[src/fsbr_pkg.sv]
package fsbr_pkg;

    // sequencer states
    typedef enum logic [1:0] {
        ST_IDLE,
        ST_LOAD,
        ST_WAIT
    } t_state;

    // divider status toward the sequencer
    typedef struct packed {
        logic done;
        logic rem_zero;
    } t_div_status;

    // result field widths and limits
    localparam int RUN_BITS = 31;
    localparam logic [RUN_BITS-1:0] RUN_MAX = {RUN_BITS{1'b1}};
    localparam int MAX_RUNS = 46;
    localparam int CNT_W = 6;
    localparam logic [CNT_W-1:0] LAST_RUN_IDX = CNT_W'(MAX_RUNS - 1);

    // sign codes
    localparam logic signed [1:0] SIGN_ZERO = 2'sb00;
    localparam logic signed [1:0] SIGN_POS  = 2'sb01;
    localparam logic signed [1:0] SIGN_NEG  = 2'sb11;

    // branch codes
    localparam logic DIR_L = 1'b0;
    localparam logic DIR_R = 1'b1;

endpackage

[src/fsbr_div.sv]
module fsbr_div #(
    parameter int W = 32
) (
    input  logic                 i_clk,
    input  logic                 i_rst_n,
    input  logic                 i_start,
    input  logic [W-1:0]         i_dividend,
    input  logic [W-1:0]         i_divisor,
    output logic [W-1:0]         o_quot,
    output logic [W-1:0]         o_rem,
    output fsbr_pkg::t_div_status o_status
);

    localparam int CW = $clog2(W + 1);

    logic [W:0]    r_rem;
    logic [W-1:0]  r_quo;
    logic [W-1:0]  r_dvs;
    logic [CW-1:0] r_cnt;
    logic          r_busy;
    logic          r_done;

    logic [W:0]    w_shift;
    logic [W+1:0]  w_diff;
    logic          w_fits;

    // one restoring step: shift in the next dividend bit, try the subtract
    always_comb begin
        w_shift = {r_rem[W-1:0], r_quo[W-1]};
        w_diff  = {1'b0, w_shift} - {2'b00, r_dvs};
        w_fits  = ~w_diff[W+1];
    end

    // control
    always_ff @(posedge i_clk) begin
        if (!i_rst_n) begin
            r_busy <= 1'b0;
            r_done <= 1'b0;
            r_cnt  <= '0;
        end else begin
            r_done <= 1'b0;
            if (i_start) begin
                r_busy <= 1'b1;
                r_cnt  <= CW'(W);
            end else if (r_busy) begin
                r_cnt <= r_cnt - CW'(1);
                if (r_cnt == CW'(1)) begin
                    r_busy <= 1'b0;
                    r_done <= 1'b1;
                end
            end
        end
    end

    // datapath
    always_ff @(posedge i_clk) begin
        if (i_start) begin
            r_rem <= '0;
            r_quo <= i_dividend;
            r_dvs <= i_divisor;
        end else if (r_busy) begin
            r_rem <= w_fits ? w_diff[W:0] : w_shift;
            r_quo <= {r_quo[W-2:0], w_fits};
        end
    end

    assign o_quot            = r_quo;
    assign o_rem             = r_rem[W-1:0];
    assign o_status.done     = r_done;
    assign o_status.rem_zero = (r_rem[W-1:0] == '0);

endmodule

[src/fraction_to_stern_brocot_runs_core.sv]
// channel  | direction | handshake                 | beat contents
// ---------+-----------+---------------------------+-------------------------------------
// command  | in        | start high while busy low | i_numerator, i_denominator
// result   | out       | o_valid, one cycle        | o_value_sign, o_direction,
//          |           |                           | o_run_length, o_last_run, o_bad_input
//
// zero denominator, zero numerator and values of magnitude one give their single beat in the
// cycle after start, with busy staying low.
// every other fraction is split into runs; for each run the sequencer loads the
// shared restoring divider, waits for the division, then emits the run.
// at most 46 runs per item; busy is high throughout. synchronous active-low
// reset returns the sequencer to idle.
// the receiver cannot stall: each result beat is shown for exactly one cycle.
module fraction_to_stern_brocot_runs_core #(
    parameter int VALUE_BITS = 32
) (
    input  logic                                 i_clk,
    input  logic                                 i_rst_n,
    input  logic                                 start,
    output logic                                 busy,
    input  logic signed [31:0]                   i_numerator,
    input  logic signed [31:0]                   i_denominator,
    output logic                                 o_valid,
    output logic signed [1:0]                    o_value_sign,
    output logic                                 o_direction,
    output logic [fsbr_pkg::RUN_BITS-1:0]        o_run_length,
    output logic                                 o_last_run,
    output logic                                 o_bad_input
);

    localparam int VB    = VALUE_BITS;
    localparam int LEN_W = (VB > fsbr_pkg::RUN_BITS) ? VB : fsbr_pkg::RUN_BITS;

    fsbr_pkg::t_state r_state, n_state;

    logic [VB-1:0]              r_a;
    logic [VB-1:0]              r_b;
    logic                       r_dir;
    logic signed [1:0]          r_sign;
    logic [fsbr_pkg::CNT_W-1:0] r_cnt;

    // operand decode
    logic [VB+31:0] w_num_ext, w_den_ext;
    logic [VB-1:0]  w_num_raw, w_den_raw;
    logic [VB-1:0]  w_num_mag, w_den_mag;
    logic           w_num_neg, w_den_neg;
    logic           w_num_zero, w_den_zero;
    logic           w_special;
    logic signed [1:0] w_sign;

    // sequencer controls
    logic w_accept;
    logic w_div_start;
    logic w_emit;
    logic w_last;

    // divider
    logic [VB-1:0]          w_dividend, w_divisor;
    logic [VB-1:0]          w_quot, w_rem;
    fsbr_pkg::t_div_status  w_div;

    // run length
    logic [VB-1:0]                 w_len;
    logic [LEN_W-1:0]              w_len_ext;
    logic [fsbr_pkg::RUN_BITS-1:0] w_len_sat;

    // narrow or zero-extend inputs to VALUE_BITS and take sign and magnitude
    always_comb begin
        w_num_ext  = {{VB{1'b0}}, i_numerator};
        w_den_ext  = {{VB{1'b0}}, i_denominator};
        w_num_raw  = w_num_ext[VB-1:0];
        w_den_raw  = w_den_ext[VB-1:0];
        w_num_neg  = w_num_raw[VB-1];
        w_den_neg  = w_den_raw[VB-1];
        w_num_mag  = w_num_neg ? (~w_num_raw + VB'(1)) : w_num_raw;
        w_den_mag  = w_den_neg ? (~w_den_raw + VB'(1)) : w_den_raw;
        w_num_zero = (w_num_raw == '0);
        w_den_zero = (w_den_raw == '0);
        if (w_num_zero || w_den_zero) begin
            w_sign = fsbr_pkg::SIGN_ZERO;
        end else if (w_num_neg ^ w_den_neg) begin
            w_sign = fsbr_pkg::SIGN_NEG;
        end else begin
            w_sign = fsbr_pkg::SIGN_POS;
        end
        w_special = w_num_zero || w_den_zero || (w_num_mag == w_den_mag);
    end

    // next state
    always_comb begin
        n_state = r_state;
        unique case (r_state)
            fsbr_pkg::ST_IDLE: begin
                if (start && !w_special) begin
                    n_state = fsbr_pkg::ST_LOAD;
                end
            end
            fsbr_pkg::ST_LOAD: begin
                n_state = fsbr_pkg::ST_WAIT;
            end
            fsbr_pkg::ST_WAIT: begin
                if (w_div.done) begin
                    n_state = w_last ? fsbr_pkg::ST_IDLE : fsbr_pkg::ST_LOAD;
                end
            end
            default: begin
                n_state = fsbr_pkg::ST_IDLE;
            end
        endcase
    end

    // sequencer outputs
    always_comb begin
        w_accept    = 1'b0;
        w_div_start = 1'b0;
        w_emit      = 1'b0;
        busy        = 1'b1;
        unique case (r_state)
            fsbr_pkg::ST_IDLE: begin
                busy     = 1'b0;
                w_accept = start;
            end
            fsbr_pkg::ST_LOAD: begin
                w_div_start = 1'b1;
            end
            fsbr_pkg::ST_WAIT: begin
                w_emit = w_div.done;
            end
            default: begin
                busy = 1'b1;
            end
        endcase
    end

    // larger magnitude is divided by the smaller one
    assign w_dividend = r_dir ? r_a : r_b;
    assign w_divisor  = r_dir ? r_b : r_a;

    fsbr_div #(
        .W(VB)
    ) u_div (
        .i_clk      (i_clk),
        .i_rst_n    (i_rst_n),
        .i_start    (w_div_start),
        .i_dividend (w_dividend),
        .i_divisor  (w_divisor),
        .o_quot     (w_quot),
        .o_rem      (w_rem),
        .o_status   (w_div)
    );

    // run length: an exact division ends the path one step early
    always_comb begin
        w_len     = w_div.rem_zero ? (w_quot - VB'(1)) : w_quot;
        w_len_ext = LEN_W'(w_len);
        w_len_sat = (w_len_ext > LEN_W'(fsbr_pkg::RUN_MAX)) ?
                    fsbr_pkg::RUN_MAX : w_len_ext[fsbr_pkg::RUN_BITS-1:0];
        w_last    = w_div.rem_zero || (r_cnt == fsbr_pkg::LAST_RUN_IDX);
    end

    // control registers
    always_ff @(posedge i_clk) begin
        if (!i_rst_n) begin
            r_state <= fsbr_pkg::ST_IDLE;
            o_valid <= 1'b0;
        end else begin
            r_state <= n_state;
            o_valid <= (w_accept && w_special) || w_emit;
        end
    end

    // operand and run registers
    always_ff @(posedge i_clk) begin
        if (w_accept) begin
            r_a    <= w_num_mag;
            r_b    <= w_den_mag;
            r_dir  <= (w_num_mag < w_den_mag) ? fsbr_pkg::DIR_L : fsbr_pkg::DIR_R;
            r_sign <= w_sign;
            r_cnt  <= '0;
        end else if (w_emit) begin
            if (r_dir == fsbr_pkg::DIR_L) begin
                r_b <= w_div.rem_zero ? r_a : w_rem;
            end else begin
                r_a <= w_div.rem_zero ? r_b : w_rem;
            end
            r_dir <= ~r_dir;
            r_cnt <= r_cnt + fsbr_pkg::CNT_W'(1);
        end
    end

    // result beat
    always_ff @(posedge i_clk) begin
        if (w_accept && w_special) begin
            o_value_sign <= w_den_zero ? fsbr_pkg::SIGN_ZERO : w_sign;
            o_direction  <= fsbr_pkg::DIR_L;
            o_run_length <= '0;
            o_last_run   <= 1'b1;
            o_bad_input  <= w_den_zero;
        end else if (w_emit) begin
            o_value_sign <= r_sign;
            o_direction  <= r_dir;
            o_run_length <= w_len_sat;
            o_last_run   <= w_last;
            o_bad_input  <= 1'b0;
        end
    end

    // divider finishes only while the sequencer waits for it
    a_div_done_in_wait: assert property (@(posedge i_clk) disable iff (!i_rst_n)
        w_div.done |-> (r_state == fsbr_pkg::ST_WAIT))
        else $error("divider finished outside the wait state");

    // an accepted command always leads to a busy sequencer or an immediate beat
    a_accept_progress: assert property (@(posedge i_clk) disable iff (!i_rst_n)
        (start && !busy) |=> (busy || o_valid))
        else $error("accepted command produced no work");

    // an error beat is always the only beat of its item
    a_bad_is_last: assert property (@(posedge i_clk) disable iff (!i_rst_n)
        (o_valid && o_bad_input) |-> (o_last_run && o_run_length == '0))
        else $error("error beat not a lone last beat");

    // an empty run only appears as the single beat of its item
    a_empty_is_last: assert property (@(posedge i_clk) disable iff (!i_rst_n)
        (o_valid && o_run_length == '0) |-> o_last_run)
        else $error("empty run in the middle of a path");

    // the sequencer returns to idle right after the last beat is produced
    a_last_ends_item: assert property (@(posedge i_clk) disable iff (!i_rst_n)
        (w_emit && w_last) |=> !busy)
        else $error("sequencer busy after last run");

endmodule
[config.mk]
export PLATFORM = sky130hd
export DESIGN_NAME = fraction_to_stern_brocot_runs_core
export DESIGN_NICKNAME = d
export VERILOG_FILES = /design/src/fsbr_pkg.sv /design/src/fsbr_div.sv /design/src/fraction_to_stern_brocot_runs_core.sv
export SDC_FILE = /design/constraint.sdc
export NUM_CORES = 1
export LEC_CHECK = 0
export BUFFER_PORTS_ARGS = -buffer_cell sky130_fd_sc_hd__buf_2
export CORE_AREA = 5 5 241 243
export CTS_BUF_LIST = sky130_fd_sc_hd__clkbuf_4
export CTS_CLUSTER_DIAMETER = 60
export DETAILED_ROUTE_END_ITERATION = 6
export DIE_AREA = 0 0 246 248
export PLACE_DENSITY = 0.36
export SYNTH_ARGS = -nofsm -noshare
export SYNTH_HDL_FRONTEND = slang
export SYNTH_SLANG_ARGS = --single-unit
[constraint.sdc]
create_clock -name i_clk -period 6.4 [get_ports i_clk]
set_input_delay 1.6 -clock i_clk [delete_from_list [all_inputs] [get_ports i_clk]]
set_output_delay 1.6 -clock i_clk [all_outputs]
set_load 0.005 [all_outputs]
==> impl_results.md, run 1 <==
- Kind of launch point of the worst setup path: input port
- Smallest setup slack after layout: 0.429 ns
- Worst min path class: register to register
- Max_slew headroom: 33.5%
- Sequential Area: between 5000 and 6000 sq um
- Arithmetic-cell share of the synthesized area counting full adders, half adders and majority gates: 6.62%
- Area enclosed by the die boundary: 61000 sq um
- Top library cells by usage in the layout, fill and taps aside: nand2_1, edfxtp_1, a21oi_1
- Worst hold slack: 0.464 ns
- Final Hold Vio Count: 0
- Number of standard cells in the final layout excluding fillers: 2421
- Final period util: 93.3%
- Estimated wirelength of the detail-placed design: 34.5 mm
- Leading cell type in the layout, fill and taps excluded: nand2_1
- Fill cells: 6074
- Synth warn: 0
- Synthesis-to-finish area growth: 17.6%
- Vert. Die Dim: 248 um
- Quantity of I/O buffers inserted on ports: around 100
- Flop2flop setup slack: around 2.7 ns
- Syn_nets: around 1600
- Fraction of synthesized cell area taken by the top area cell type: 29.3%
- CP max-delay cell: nor4_1
- Wirelength, routed: 46.0 mm
- Largest family of logic cells by synthesized area: compound AO/OA/AOI/OAI gates
- Worst-case clock buffer depth: 3
- Seq/Total Area, Yosys: 41.3%
- Biggest fanout along the worst timing path: 31
- Outcome: completed
- Via count of the routed design: around 11000
- Quantity of hold-fixing buffers added after cts: 0
- CTS resizes: 0
- Number of clock sinks: ~220
- Cell depth of the worst flop-to-flop path: 10
- Highest ir drop seen on vdd: 0.0000984 V
- GR met3 Demand/Resource: 2.90%
- Slowest Stage Delay on Critical Path: 0.70 ns
- Area fraction in compound gates after synthesis: between 10% and 20%
- Max-slew violation count: 0
- Slew of the pin with the lowest slew margin: 0.998 ns
- Row count: 87
- Class of the most critical setup path: input port to register
- Count of H-tree levels built during CTS: 3
- Effective utilization at floorplan: 24.6%
- Vias in the first global route: 11300
- Largest net degree at the start of global routing: roughly 100
- Final number of setup-violating endpoints: 0
- Post-synthesis instance total: 1466
- Number of buffers added by the clock tree synthesis step: 67
- Upper clock frequency limit: 167 MHz
- RSZ-0062 raised after global routing: false
- Mux contribution to synthesized area: 6.01%
- Later-pin clock latency in the skew report: 0.73 ns
- Cell count of the worst hold path: 2
- Overall track demand over capacity in global routing: ~15%
- Yosys reg bits: between 200 and 250
- Busiest layer in global routing: met2
- Setup Total Neg Slack: 0 ns
- CP Capture Type: register
- Post-synthesis xor/xnor area fraction: 7.40%
- Via density: roughly 4.7
- Number of cells in the design after placement: around 2300
- Clock-pin transition on the worst setup and hold timing paths: 0.06 ns
- Cell area after synthesis: 13700 sq um
- Detailed Routing Iterations Pass 1: 5
- Synth unique cells: 74
- Async set or reset register ratio after synthesis: 0%
- Worst EP required: a little under 7 ns
- Antenna violations before repair: 5
- FF-to-FF End: u_div.r_rem[26]$_SDFFE_PP0P_
- Synthesized-area fraction occupied by and/or/nand/nor cells: between 10 and 15%
- Min cycle time layout: approximately 6 ns
- Count of buffer and inverter cells on the critical path: 2
- Standard cell core area: around 56000 sq um
- Detailed router's first-iteration violation count: 656
- Reg2Reg Launch Point: u_div.r_rem[0]$_SDFFE_PP0P_
- Flip-flop cell with the highest count after synthesis: edfxtp_1
- Chain of cells forming the critical path: buf_2, nor4_1, nand3_1, or3_1, or3_4, o31ai_1, xor2_1, ha_1, nand4_1, or2_2, nor4_1, nand2_1, or3_1, and2_4, nor2_4, buf_4, a211oi_1
- Number of nets still failing antenna checks after routing: 0
- Data arrival time of the worst path: approximately 6.5 ns
- Library cell with the largest summed area after synthesis: edfxtp_1
- Lkg Pwr: about 6.2 nW
- Cell family with the largest share of critical-path delay: simple AND/OR/NAND/NOR gates
- M1 GR Usage: a little over a fifth
- Global-route wire length before repair: 69.8 mm
- Global placer's final weighted congestion: 0.818
- Residual overflow from global routing: 0
- Clock tree from TritonCTS: done
- Fraction of met2 tracks used by global routing: 22.4%
- Area of the multi-input gates: 7540 sq um
- Net count, final: 1748
- Hold worst-path end: o_direction$_SDFFE_PP0P_
- Cell at the root of the clock tree: clkbuf_4
- Worst clock skew: 0.0584 ns
- Number of violations of the max-capacitance limit: 0
- Average detailed-routed wire length per instance: 19.0 um
- Post-synth EDFFs: between 100 and 150
- Pwr/cell area: 330 nW/um^2
- Cell types with the largest area share after synthesis: edfxtp_1, dfxtp_1, ha_1
- Post-Syn Area per Cell: between 9 and 10 sq um
- Worst slack at placement: -0.340 ns
- DRC violations left: 0
- Fraction of final layout cells sized beyond drive strength 1: between 20% and 30%
- Overall power of the completed layout: 5.33 mW
- I/O Pins: 105
- Count of buffers added by post-CTS timing repair for setup: 0
- Launch point of the worst hold path: o_direction$_SDFFE_PP0P_
- Die Span X: 246 um
==> per-stage QoR <==
step / area, sq um / util, %
floorplan: 13700 / -
global placement: 15200 / 27.3
detailed placement: 15200 / 27.3
CTS: 16100 / 28.9
global route: 16100 / 28.9
finish: 16100 / 29.0
==> cells in the mapped netlist, types with 4 or more instances <==
master	instances
buf_1	12
a211oi_1	64
nand3_1	17
and2_1	5
ha_1	71
o31ai_1	20
a211o_1	4
o211ai_1	6
a21o_1	22
a211oi_2	8
a31oi_1	10
xnor2_1	62
or3_1	12
nor4_1	17
o41ai_1	10
a41oi_1	5
nand4_1	15
nor2b_1	9
edfxtp_1	134
xor2_1	54
mux2_2	35
nand3b_1	4
clkbuf_1	59
dfxtp_1	82
o21ai_0	119
and3_1	6
or4_1	11
a21oi_1	123
or2_2	4
nor2_1	113
nand2_1	140
nor3_1	25
mux2i_1	43
o21bai_1	4
nor3b_1	7
nand2b_1	13
o21a_1	15
inv_1	53
==> final cells by class <==
class                           instances  area share (%)
Clock inverter                          8           0.202
Clock buffer                          114            5.30
Inverter                               55            1.29
Multi-Input combinational cell       1118            46.8
Sequential cell                       216            35.1
Tap cell                              756            5.86
Antenna cell                            3          0.0465
Timing Repair Buffer                  151            5.41
==> cells by family after synthesis <==
logic type | count (synthesis)
DFF | 216
muxes | 78
and+or+nand+nor | 417
buffers and inverters | 132
AOI/OAI and AO/OA | 435
adders and majority gates | 72
xor gates and xnor gates | 116
==> where the power goes <==
group | switching (mW) | total (mW) | internal [mW]
clock network | 0.631 | 1.43 | 0.796
logic | 1.11 | 1.86 | 0.747
registers | 0.284 | 2.04 | 1.76
==> routing by layer <==
metal,share of wire (%),vias to the layer above
met5,0,-
met4,1.5,0
met3,5.6,55
met2,43,280
met1,50,5380
li1,-,5751
==> worst reg2reg max path: stages (launching register included) <==
cell and delay, ns:
dfxtp_1 0.49, ha_1 0.29, nor2b_1 0.14, o31a_1 0.30, o31ai_1 0.32, o211ai_1 0.17
a22oi_1 0.50, o21a_2 0.77, nor2_1 0.21, o2111a_1 0.20, a211o_1 0.26
==> worst max path at each step <==
stage / start / endpoint / slack, ns / cells past startpoint
finish: i_denominator[7] / o_run_length[11]$_SDFFE_PP0P_ / 0.43 / 17
global route: i_denominator[7] / o_run_length[6]$_SDFFE_PP0P_ / 0.16 / 17
CTS: i_denominator[7] / o_run_length[11]$_SDFFE_PP0P_ / 0.46 / 17
detailed placement: i_denominator[7] / o_run_length[29]$_SDFFE_PP0P_ / -0.34 / 17
global placement: i_denominator[7] / o_run_length[29]$_SDFFE_PP0P_ / -0.30 / 17
floorplan: i_denominator[11] / o_value_sign[1]$_DFFE_PP_ / 0.44 / 15
==> flip-flops by register name, summed over array words and instances (netlist names), 2 cells and up <==
register and cells:
u_div.r_dvs 32, o_value_sign 2, r_state 2, u_div.r_cnt 6, r_cnt 6, r_sign 2, o_run_length 31, r_b 32
u_div.r_rem 32, u_div.o_quot 32, r_a 32
Note: power is estimated with default switching activity, not from simulation.
==> run 2, diff against run 1 <==
Settings changed: ABC_AREA set to 1, CAP_MARGIN set to 15, CORE_AREA 5 5 241 243 to 5 5 260 262, DIE_AREA 0 0 246 248 to 0 0 265 267, PLACE_DENSITY 0.36 to 0.35.
==> impl_results.md, run 2 <==
- Overall track demand over capacity in global routing: 17.8% (+2.9 points)
- Global placer's final weighted congestion: 0.893 (+9.1%)
- Effective utilization at floorplan: 24.7% (+0.088 points)
- Flip-flop cell with the highest count after synthesis: edfxtp_1
- Proportion of power drawn by the clock network: 15.4% (-11 points)
- Quantity of I/O buffers inserted on ports: 104 (unchanged)
- Post-synth EDFFs: 134 (unchanged)
- Standard cell core area: 65200 sq um (+17%)
- Worst clock skew: 0.0878 ns (+0.0294 ns)
- Cell count of the worst hold path: 1 (-1)
- Upper clock frequency limit: 227 MHz (+36%)
- Portion of total power attributed to combinational logic: 55.8% (+21 points)
- Wirelength, routed: 64.0 mm (+39%)
- Antenna violations before repair: 3 (-2)
- Power share of the sequential group: 28.9% (-9.4 points)
- Syn_nets: 2512 (+57%)
- Residual overflow from global routing: 0 (unchanged)
- Synth unique cells: 46 (-38%)
- Yosys reg bits: 216 (unchanged)
- Estimated wirelength of the detail-placed design: 50.5 mm (+46%)
- Post-Syn Area per Cell: 6.78 sq um (-28%)
- Global-route wire length before repair: 96.6 mm (+38%)
- Number of cells in the design after placement: 3282 (+43%)
- Slew of the pin with the lowest slew margin: 1.00 ns (+0.00653 ns)
- Final Hold Vio Count: 0 (unchanged)
- Number of standard cells in the final layout excluding fillers: 3407 (+41%)
- I/O Pins: 105 (unchanged)
- Highest ir drop seen on vdd: 0.000489 V (+400%)
- Post-synthesis instance total: 2373 (+62%)
- Biggest fanout along the worst timing path: 11 (-65%)
- Layout Cell Area excl Fill: 18400 sq um (+14%)
- Outcome: completed
- Launch point of the worst hold path: r_cnt[2]$_SDFFE_PP0P_
- Fraction of final layout cells sized beyond drive strength 1: 12.5% (-7.8 points)
- FF-to-FF End: r_b[22]$_DFFE_PP_
- CP Capture Type: register
- Top library cells by usage in the layout, fill and taps aside: nand2_1, inv_1, nor2_1
- Internal: 4.59 mW (+39%)
- Largest net degree at the start of global routing: 60 (-41%)
- Leading cell type by number of instances after synthesis: nand2_1
- Number of violations of the max-capacitance limit: 0 (unchanged)
- Fill cells: 7455 (+23%)
- Lkg Pwr: 8.75 nW (+41%)
- Leading cell type in the layout, fill and taps excluded: nand2_1
- Cell depth of the worst flop-to-flop path: 10 (unchanged)
- Placed inst area: 17500 sq um (+15%)
- Reg2Reg Launch Point: u_div.r_rem[29]$_SDFFE_PP0P_
- Later-pin clock latency in the skew report: 0.78 ns (+0.05 ns)
- Clock tree from TritonCTS: done
- Final period util: 68.7% (-25 points)
- Library cell with the largest summed area after synthesis: edfxtp_1
- Final number of setup-violating endpoints: 0 (unchanged)
- Net count, final: 2630 (+50%)
- Setup Total Neg Slack: 0 ns (unchanged)
- Via count of the routed design: 15800 (+37%)
- Detailed Routing Iterations Pass 1: 6 (+1)
- Average detailed-routed wire length per instance: 18.8 um (-1.0%)
- Max_slew headroom: 32.9% (-0.62 points)
- Cell area after synthesis: 16100 sq um (+17%)
- Count of H-tree levels built during CTS: 3 (unchanged)
- Switching power as a share of total power: 51.9% (+14 points)
- Synth warn: 0 (unchanged)
- Hold worst-path end: r_cnt[2]$_SDFFE_PP0P_
- Number of clock sinks: 216 (unchanged)
- RSZ-0062 raised after global routing: false
- Row count: 94 (+8.0%)
- Worst-case clock buffer depth: 3 (unchanged)
- Kind of launch point of the worst setup path: input port
- Seq/Total Area, Yosys: 35.2% (-6.1 points)
- Async set or reset register ratio after synthesis: 0% (unchanged)
- Pwr/cell area: 518 nW/um^2 (+57%)
- Class of the most critical setup path: input port to register
- Vias in the first global route: 15600 (+38%)
- Flop2flop setup slack: 2.98 ns (+0.32 ns)
- Via density: 4.62 (-2.4%)
- CP max-delay cell: xor2_1
- Cell at the root of the clock tree: clkbuf_4
- Cell types with the largest area share after synthesis: edfxtp_1, nand2_1, dfxtp_1
- Net Switching: 4.95 mW (+140%)
- CTS resizes: 0 (unchanged)
- Worst min path class: register to register
- Fraction of synthesized cell area taken by the top area cell type: 25.0% (-4.3 points)
- Max-slew violation count: 0 (unchanged)
- Area enclosed by the die boundary: 70800 sq um (+16%)
- Slowest Stage Delay on Critical Path: 0.41 ns (-0.29 ns)
- Number of buffers added by the clock tree synthesis step: 71 (+6.0%)
- Die Span X: 265 um (+7.7%)
- Most common library cells after synthesis: nand2_1, inv_1, nor2_1
- Worst EP required: 7.06 ns (+0.12 ns)
- Vert. Die Dim: 267 um (+7.7%)
- Clock-pin transition on the worst setup and hold timing paths: 0.06 ns (about the same)
- Cell repeated most along the worst path: nand2_1
- Quantity of hold-fixing buffers added after cts: 0 (unchanged)
- Data arrival time of the worst path: 5.06 ns (-1.45 ns)
- Detailed router's first-iteration violation count: 954 (+45%)
- Number of nets still failing antenna checks after routing: 0 (unchanged)
- Count of buffers added by post-CTS timing repair for setup: 0 (unchanged)
- Min cycle time layout: 4.40 ns (-1.57 ns)
- Synthesis-to-finish area growth: 14.3%
- DRC violations left: 0 (unchanged)
- Chain of cells forming the critical path: buf_2, inv_1, ha_1, nand3_1, inv_1, nand2_1, nor2_1, nand2_1, o21ai_0, xor2_1, ha_1, nand2_1, inv_1, nand3_1, nor3_1, nand3_1, nand2_1, nand2_2, inv_1, nand2_1, nand2_1
run 2: cell count changes in the layout (fill, tap and decap cells not counted), sizes merged, moves of 44 or more:
cell	previous run	this run
nand2	140	638
inv	56	371
a211oi	72	0
nand4	16	60
nand3	17	151
o21ai	121	171
nor2	114	284
run 2: per-layer routing:
layer	global-route usage, %	routed length (um)	vias up
met1	23.9	29900	7374
met5	0	0	-
met2	29.7	29900	369
met4	5.33	1620	0
met3	2.74	2610	73
li1	-	-	7936
run 2: cell families after synthesis:
group                    count (synthesis)  share of synthesized area (%)
AO/OA/AOI/OAI                          343                           11.3
AND/OR/NAND/NOR                       1205                           32.1
buffers and inverters                  449                           11.0
flip-flops                             216                           35.2
XOR/XNOR                                88                           4.79
adder cells (fa/ha/maj)                 72                           5.64
run 2: area by class of cell:
class,instances,area [sq um],area share [%]
clock buffers,103,773,4.20
flip-flops and latches,216,5670,30.8
diodes,3,7.51,0.0408
inverters,369,1390,7.52
well taps,864,1080,5.87
clock inverters,19,116,0.632
repair buffers,125,678,3.68
multi-input cells,1708,8700,47.3
run 2: critical path, delay by kind of cell:
family / cells / cell delay [ns]
compound gates: 1 / 0.22
buf+inv: 5 / 0.75
xor+xnor: 1 / 0.41
fa+ha+maj: 2 / 0.45
simple gates: 12 / 1.61
run 2: power groups by stage:
stage	clock (mW)	sequential [mW]	combinational, mW
after floorplan	0	2.64	3.63
after global placement	0	2.78	5.38
after detailed placement	0	2.78	5.37
after CTS	1.54	2.75	5.39
after global routing	1.61	2.82	5.96
final	1.46	2.75	5.32
run 2: through the flow:
stage / worst slack [ns] / util (%) / power (mW) / hold WS (ns)
6_report: 2.00 / 28.3 / 9.54 / 0.463
5_1_grt: 1.63 / 28.3 / 10.4 / 0.493
4_1_cts: 2.09 / 28.2 / 9.68 / 0.466
3_5_place_dp: 1.23 / 26.9 / 8.15 / 0.457
3_3_place_gp: 1.22 / 26.9 / 8.16 / 0.455
2_1_floorplan: 2.29 / - / 6.27 / 0.434
run 2: worst max-delay path by stage:
| stage | from | endpoint | slack [ns] | depth (start not counted) |
|---|---|---|---|---|
| 2_1_floorplan | i_denominator[1] | o_bad_input$_SDFFCE_PN0P_ | 2.29 | 19 |
| 3_5_place_dp | i_numerator[0] | o_value_sign[0]$_DFFE_PP_ | 1.23 | 21 |
| 4_1_cts | i_numerator[0] | o_value_sign[0]$_DFFE_PP_ | 2.09 | 21 |
| 6_report | i_numerator[0] | o_value_sign[0]$_DFFE_PP_ | 2.00 | 21 |
| 3_3_place_gp | i_numerator[0] | o_value_sign[0]$_DFFE_PP_ | 1.22 | 23 |
| 5_1_grt | i_numerator[0] | o_value_sign[0]$_DFFE_PP_ | 1.63 | 21 |
==> run 3, diff against run 2 <==
Clock period 6.4 ns to 4.5 ns, I/O delays scaled along.
==> impl_results.md, run 3 (same netlist as run 2, synthesis figures left out) <==
- Outcome: completed
- Global placer's final weighted congestion: 0.886 (-0.73%)
- Class of the most critical setup path: input port to register
- Upper clock frequency limit: 285 MHz
- Clock tree from TritonCTS: done
- Placed inst area: 17700 sq um (+1.1%)
- Via density: 4.60 (-0.43%)
- Final period util: 77.9%
- Die Span X: 265 um (unchanged)
- Worst-case clock buffer depth: 3 (unchanged)
- Count of H-tree levels built during CTS: 3 (unchanged)
- Antenna violations before repair: 3 (unchanged)
- Number of violations of the max-capacitance limit: 0 (unchanged)
- Area enclosed by the die boundary: 70800 sq um (unchanged)
- Final core utilization: 28.7% (+0.42 points)
- Slew of the pin with the lowest slew margin: 0.958 ns (-0.0461 ns)
- Number of standard cells in the final layout excluding fillers: 3432 (+0.73%)
- Data arrival time of the worst path: 3.99 ns (-1.07 ns)
- Final Hold Vio Count: 0 (unchanged)
- Setup Total Neg Slack: 0 ns (unchanged)
- Max-slew violation count: 0 (unchanged)
- Clock-pin transition on the worst setup and hold timing paths: 0.06 ns (about the same)
- Fill cells: 7456 (+0.013%)
- Wirelength, routed: 64.3 mm (+0.50%)
- DRC violations left: 0 (unchanged)
- Final number of setup-violating endpoints: 0 (unchanged)
- Estimated wirelength of the detail-placed design: 50.9 mm (+0.68%)
- Net count, final: 2649 (+0.72%)
- Overall power of the completed layout: 13.7 mW (+44%)
- Sequential Area: 5670 sq um (unchanged)
- Later-pin clock latency in the skew report: 0.80 ns (+0.02 ns)
- Row count: 94 (unchanged)
- Vert. Die Dim: 267 um (unchanged)
- Highest ir drop seen on vdd: 0.000600 V (+23%)
- Pwr/cell area: 733 nW/um^2 (+42%)
- RSZ-0062 raised after global routing: false
- Worst clock skew: 0.0906 ns (+0.00283 ns)
- Worst min path class: register to register
- Number of cells in the design after placement: 3301 (+0.58%)
- Number of nets still failing antenna checks after routing: 0 (unchanged)
- Quantity of hold-fixing buffers added after cts: 0 (unchanged)
- Top library cells by usage in the layout, fill and taps aside: nand2_1, inv_1, nor2_1
- Largest net degree at the start of global routing: 92 (+53%)
- I/O Pins: 105 (unchanged)
- Quantity of I/O buffers inserted on ports: 104 (unchanged)
- Detailed Routing Iterations Pass 1: 5 (-1)
- Worst slack at placement: 0.171 ns (-1.06 ns)
- Number of buffers added by the clock tree synthesis step: 71 (unchanged)
- Global-route wire length before repair: 97.0 mm (+0.44%)
- Cell at the root of the clock tree: clkbuf_4
- Residual overflow from global routing: 0 (unchanged)
- Kind of launch point of the worst setup path: input port
- Overall track demand over capacity in global routing: 17.9% (+0.099 points)
- Layout Cell Area excl Fill: 18700 sq um (+1.5%)
- Worst EP required: 4.99 ns (-2.07 ns)
- Leading cell type in the layout, fill and taps excluded: nand2_1
- Max_slew headroom: 36.1% (+3.3 points)
- CTS resizes: 0 (unchanged)
- Biggest fanout along the worst timing path: 7 (-4)
- Smallest setup slack after layout: 0.995 ns (-1.01 ns)
- Min cycle time layout: 3.50 ns
- Lkg Pwr: 8.90 nW (+1.7%)
- Standard cell core area: 65200 sq um (unchanged)
- Effective utilization at floorplan: 24.7% (unchanged)
- Number of clock sinks: 216 (unchanged)
- CP Capture Type: register
- Via count of the routed design: 15800 (+0.30%)
- Vias in the first global route: 16000 (+2.6%)
- Average detailed-routed wire length per instance: 18.7 um (-0.23%)
- Detailed router's first-iteration violation count: 941 (-1.4%)
- Fraction of final layout cells sized beyond drive strength 1: 13.4% (+0.90 points)
- Synthesis-to-finish area growth: 16.0%
- Area of the multi-input gates: 8700 sq um (unchanged)
- Worst hold slack: 0.469 ns (+0.00661 ns)
- Count of buffers added by post-CTS timing repair for setup: 0 (unchanged)
run 3: final timing paths:
path                                startpoint                           end  slack [ns]  cells past startpoint
hold reg to reg   o_run_length[6]$_SDFFE_PP0P_  o_run_length[6]$_SDFFE_PP0P_        0.47                      2
setup / recovery              i_denominator[0]     o_value_sign[1]$_DFFE_PP_         1.0                     21
hold / removal    o_run_length[6]$_SDFFE_PP0P_  o_run_length[6]$_SDFFE_PP0P_        0.47                      2
setup reg to reg     u_div.r_dvs[19]$_DFFE_PP_  u_div.r_rem[19]$_SDFFE_PP0P_        1.40                     12
run 3: report_power, final:
part           internal [mW]  switching, mW
Sequential              3.37          0.530
Clock                   1.25          0.988
Combinational           2.07           5.49
Total                   6.69           7.01
run 3: layer usage:
metal  up-vias  global-route usage (%)  routed length, um
li1       7980                       -                  -
met1      7346                    23.9              30000
met2       366                    29.0              29000
met3       105                    2.77               2670
met4         2                    7.59               2600
met5         -                       0                  7
run 3: critical path, cell delays in order:
cell,delay [ns]
buf_2,0.13
inv_1,0.08
ha_1,0.18
nand2_1,0.10
nor2_1,0.10
nand2_1,0.07
nor2_1,0.09
buf_4,0.13
nand2_1,0.10
o21ai_0,0.22
xor2_1,0.23
inv_1,0.06
ha_1,0.27
nand2_1,0.08
nor2_1,0.14
nand2_1,0.11
nor3_1,0.21
nand3_1,0.14
nand2_1,0.11
nand2_2,0.11
nand2_1,0.20
run 3: final cells by class:
class	count	area share (%)
diodes	4	0.0536
clock buffers	113	4.54
clock inverters	14	0.650
inverters	369	7.41
multi-input cells	1708	46.6
flip-flops and latches	216	30.3
well taps	864	5.79
repair buffers	144	4.66
